`config.mk`:
```
export PLATFORM = sky130hd
export DESIGN_NAME = bf3m_mean
export DESIGN_NICKNAME = d
export VERILOG_FILES = /design/src/bf3m_pkg.sv /design/src/bf3m_mean.sv
export SDC_FILE = /design/constraint.sdc
export NUM_CORES = 1
export LEC_CHECK = 0
export BUFFER_PORTS_ARGS = -buffer_cell sky130_fd_sc_hd__buf_2
export CORE_MARGIN = 10
export CORE_UTILIZATION = 60
export CTS_BUF_LIST = sky130_fd_sc_hd__clkbuf_4
export DETAILED_ROUTE_END_ITERATION = 8
export GPL_TIMING_DRIVEN = 0
export PLACE_DENSITY = 0.78
export REMOVE_ABC_BUFFERS = 1
export SLEW_MARGIN = 20
export SYNTH_ARGS = -nofsm -noshare
export SYNTH_HDL_FRONTEND = slang
export SYNTH_SLANG_ARGS = --single-unit
```
`constraint.sdc`:
```
create_clock -name clk -period 18.5 [get_ports clk]
set_input_delay 3.7 -clock clk [delete_from_list [all_inputs] [get_ports clk]]
set_output_delay 3.7 -clock clk [all_outputs]
set_load 0.03 [all_outputs]
```
`src/bf3m_pkg.sv`:
```
`default_nettype none

package bf3m_pkg;

    localparam int SAMPLE_W          = 16;
    localparam int SUM_W             = SAMPLE_W + 4;
    localparam int COL_SUM_W         = SAMPLE_W + 2;
    localparam int CFG_WIDTH_W       = 11;
    localparam int CFG_HEIGHT_W      = 13;
    localparam int CFG_DATA_W        = CFG_HEIGHT_W;
    localparam int ROW_W             = 12;
    localparam int HEIGHT_LIMIT      = 4096;
    localparam int MIN_SIZE          = 2;
    localparam int RESET_WIDTH       = 1024;
    localparam int RESET_HEIGHT      = 1024;
    localparam int DEFAULT_MAX_WIDTH = 1024;

    // Reciprocal multiply: floor(n / d) == (n * ceil(2^SHIFT / d)) >> SHIFT
    // holds exactly for every n below 2^SUM_W with d in {4, 6, 9}.
    localparam int RECIP_SHIFT = SUM_W + 4;
    localparam int RECIP_W     = RECIP_SHIFT - 1;
    localparam int RECIP_4     = (2 ** RECIP_SHIFT) / 4;
    localparam int RECIP_6     = (2 ** RECIP_SHIFT + 5) / 6;
    localparam int RECIP_9     = (2 ** RECIP_SHIFT + 8) / 9;

    typedef enum logic [0:0] {
        CFG_IMAGE_WIDTH  = 1'b0,
        CFG_IMAGE_HEIGHT = 1'b1
    } cfg_index_t;

    typedef enum logic [1:0] {
        DIV4 = 2'd0,
        DIV6 = 2'd1,
        DIV9 = 2'd2
    } div_t;

    // One accepted pixel with its position already decoded.
    typedef struct packed {
        logic [SAMPLE_W-1:0] sample;
        logic                has_result;
        logic                has_left;
        logic                has_top;
        logic                end_col;
        logic                end_row;
    } item_t;

    // One window sum waiting for its divide.
    typedef struct packed {
        logic [SUM_W-1:0] sum;
        div_t             div;
        logic             run_last;
        logic             frame_last;
    } sum_req_t;

    function automatic logic [RECIP_W-1:0] recip(input div_t d);
        logic [RECIP_W-1:0] r;
        case (d)
            DIV4:    r = RECIP_W'(RECIP_4);
            DIV6:    r = RECIP_W'(RECIP_6);
            DIV9:    r = RECIP_W'(RECIP_9);
            default: r = RECIP_W'(RECIP_4);
        endcase
        return r;
    endfunction

endpackage

`default_nettype wire

```
`src/bf3m_mean.sv`:
```
`default_nettype none

module bf3m_mean (
    input  wire logic                          clk,
    input  wire logic                          rst_n,
    input  wire logic                          req_valid,
    input  wire bf3m_pkg::sum_req_t            req,
    output logic                               req_ready,
    output logic                               out_valid,
    input  wire logic                          out_stall,
    output logic [bf3m_pkg::SAMPLE_W-1:0]      smoothed,
    output logic                               run_last,
    output logic                               frame_last
);

    localparam int PW = bf3m_pkg::SUM_W + bf3m_pkg::RECIP_W;

    logic                         c_valid_reg;
    bf3m_pkg::sum_req_t           c_req_reg;
    logic                         out_valid_reg;
    logic [bf3m_pkg::SAMPLE_W-1:0] smoothed_reg;
    logic                         run_last_reg;
    logic                         frame_last_reg;
    logic                         out_free;
    logic                         c_move;
    logic [PW-1:0]                product;

    assign out_free  = !out_valid_reg || !out_stall;
    assign c_move    = c_valid_reg && out_free;
    assign req_ready = !c_valid_reg || out_free;

    // Constant divide by 4, 6 or 9 through the reciprocal.
    assign product = PW'(c_req_reg.sum) * PW'(bf3m_pkg::recip(c_req_reg.div));

    always_ff @(posedge clk or negedge rst_n)
    begin
        if (!rst_n)
        begin
            c_valid_reg   <= 1'b0;
            out_valid_reg <= 1'b0;
        end
        else
        begin
            if (req_ready)
            begin
                c_valid_reg <= req_valid;
            end
            if (out_free)
            begin
                out_valid_reg <= c_valid_reg;
            end
        end
    end

    always_ff @(posedge clk)
    begin
        if (req_valid && req_ready)
        begin
            c_req_reg <= req;
        end
        if (c_move)
        begin
            smoothed_reg   <= product[bf3m_pkg::RECIP_SHIFT +: bf3m_pkg::SAMPLE_W];
            run_last_reg   <= c_req_reg.run_last;
            frame_last_reg <= c_req_reg.frame_last;
        end
    end

    assign out_valid  = out_valid_reg;
    assign smoothed   = smoothed_reg;
    assign run_last   = run_last_reg;
    assign frame_last = frame_last_reg;

    a_sum_stage_holds: assert property (@(posedge clk) disable iff (!rst_n)
        (c_valid_reg && !out_free) |=> c_valid_reg)
        else $error("sum stage dropped a held result");

endmodule

`default_nettype wire

```
==> results_dict.tcl <==
set metrics [dict create \
    synth_top_area_share_pct 37.3 \
    dp_hpwl_um 21800 \
    synth_edf_count 42 \
    async_flop_share_pct 4.55 \
    pre_cts_slack_ns 10.36 \
    cts_tree "done" \
    nets 1593 \
    tightest_slew_ns 0.753 \
    initial_core_util_pct 61.7 \
    ys.flop_type "edfxtp_1" \
    setup_tns_ns 0 \
    rows 49 \
    crit_slowest_cell "o41ai_1" \
    numCtsBuffers 5 \
    clk_path_buf_depth 2 \
    largest_reg_flops 24 \
    place.gp.congestion 0.970 \
    period_needed_ns 7.86 \
    required_ns 18.69 \
    end_kind "register" \
    vias 7367 \
    first_pass_iters 5 \
    area_growth_pct 5.27 \
    drv_cap 0 \
    worst_slack_ns 10.64 \
    ys_top_cells_by_area "fa_1 37%, ha_1 21%, inv_1 12%" \
    synth-seq-area-share_pct 11.7 \
    drt-vias-per-instance 5.26 \
    clock_sinks 44 \
    synth.cell_area_sq_mm 0.0112 \
    ys_ff_latch 44 \
    cp_max_fo 26 \
    drtIter0Drc 338 \
    final-hold-violation-count 0 \
    grt_busiest_layer "met2" \
    core_sq_mm 0.0181 \
    rsz0062_at_grt "false" \
    cts_resized 0 \
    yosysUniqueCellTypes 53 \
    slew_headroom_pct 49.8 \
    grt_pass1_wl_um 41300 \
    crit_chain "inv_1 -> ha_2 -> and2_1 -> inv_1 -> fa_1 -> inv_1 -> fa_1 -> inv_1 -> fa_1 -> inv_1 -> fa_1 -> fa_1 -> fa_1 -> inv_1 -> fa_1 -> inv_1 -> ha_1 -> nand4_1 -> nor3_1 -> o2111a_1 -> o41ai_1 -> nand2_1 -> o41ai_1 -> xnor2_1" \
    finClkSkew_ns 0.0422 \
    cts-root-buf "clkbuf_4" \
    dieWidth_um 157 \
    grtUsageMet3_pct 7.15 \
    hold_path_class "reg -> reg" \
    portBuffers 47 \
    htree_levels 2 \
    synth_common_cells "363 x inv_1, 209 x fa_1, 187 x ha_1" \
    die_h_um 157 \
    drcViolationCount 0 \
    first_global_vias 8180 \
    ctsHoldBuffers 0 \
    slowest_delay_ns 0.68 \
    start_kind "register" \
    met1_usage_pct 29.3 \
    wl_per_cell_um 17.6 \
    clkLatencyLatePin_ns 0.45 \
    path_clk_slew_ns 0.16 \
    antenna_found_initial 1 \
    synth.most_common_cell "inv_1" \
    synth_cells 1126 \
    crit_type "reg -> reg" \
    setup_viol 0 \
    die_area_sq_mm 0.0245 \
    met2_usage_pct 33.8 \
    ios 48 \
    synth_warnings 0 \
    grt_max_degree 42 \
    n_fill_cell 1417 \
    status "finished, final reports clean" \
    synth_area_per_cell_sq_um 9.95 \
    finalWirelength_um 24600 \
    cp_data_arrival_time_ns 8.06 \
    grt_use_total_pct 21.8 \
    drive_gt1_share_pct 6.50 \
    overflow 0 \
    ant_nets 0 \
    max_freq_mhz 127 \
    postCtsSetupRepairBufs 0 \
    synth_top_area_cell "fa_1" \
    period_share_pct 42.5 \
    slew_viol_final 0 \
]
## worst paths after layout
kind / from / to / slack, ns / depth (start not counted)
max: c_req_reg[3] / smoothed[13] / 10.64 / 24
min: c_req_reg[0] / frame_last / 0.43 / 0
max reg2reg: c_req_reg[3] / smoothed[13] / 10.64 / 24
min reg2reg: c_req_reg[0] / frame_last / 0.43 / 0
max in group asynchronous: rst_n / out_valid / 15.37 / 1
min in group asynchronous: rst_n / c_valid_reg / 3.04 / 1
## cell type report
class	count	area (sq um)	area share (%)
Antenna cell	2	5.00	0.0424
Clock buffer	5	37.5	0.318
Clock inverter	3	46.3	0.393
Inverter	366	1370	11.6
Multi-Input combinational cell	704	8480	71.9
Sequential cell	44	1310	11.1
Tap cell	229	287	2.43
Timing Repair Buffer	48	250	2.12
## worst max-delay path: cells and delay by family, from the launching register on
family | cells | cell delay (ns)
flops | 1 | 0.44
compound gates | 3 | 1.19
simple gates | 4 | 0.75
buf+inv | 7 | 0.54
fa+ha+maj | 9 | 4.59
xor+xnor | 1 | 0.12
## routing by layer
layer	wire length (um)	vias up
li1	-	3519
met1	10900	3642
met2	11300	185
met3	2140	21
met4	308	0
met5	0	-
## stage by stage
step                utilization, %  area (sq um)  hold WS, ns  instances
CTS                           64.9         11800        0.430       1399
global placement              64.4         11700        0.409       1390
finish                        65.0         11800        0.431       1401
global route                  65.0         11800        0.456       1401
floorplan                        -         11200        0.400       1114
detailed placement            64.5         11700        0.413       1391
## logic make-up (layout without fill, tap and decap cells)
| kind of cell | Yosys count | in the layout | share of synthesized area [%] |
|---|---|---|---|
| AO/OA/AOI/OAI | 105 | 105 | 6.42 |
| XOR/XNOR | 45 | 45 | 3.52 |
| adder cells (fa/ha/maj) | 396 | 396 | 58.2 |
| buffers and inverters | 378 | 422 | 12.7 |
| flip-flops | 44 | 44 | 11.7 |
| multiplexers | 1 | 1 | 0.0893 |
| other | 0 | 2 | 0 |
| AND/OR/NAND/NOR | 157 | 157 | 7.37 |
## cell usage in the layout, fill, tap and decap left out, types with 2 or more instances in the layout
cell type / count
buf_2: 47
xor2_1: 13
nand3_1: 8
nand2b_1: 12
ha_1: 185
o211ai_1: 3
nor2_1: 17
xnor2_1: 32
ha_2: 2
a21o_1: 17
nand3b_1: 2
nand2_1: 42
and2_2: 4
o31ai_2: 2
nand4_1: 7
fa_1: 209
clkbuf_4: 5
and2_1: 36
and3_1: 3
a21oi_1: 32
nor2b_1: 11
nor4_1: 3
nor3_1: 6
inv_2: 3
o41ai_1: 3
o21ai_1: 5
o21ai_0: 12
a31oi_1: 6
inv_1: 363
a21oi_2: 2
dfrtp_1: 2
o21bai_1: 9
edfxtp_1: 42
diode_2: 2
Power is not shown: default switching activity piles up to over one toggle a cycle in this logic, so the estimate is an artifact.
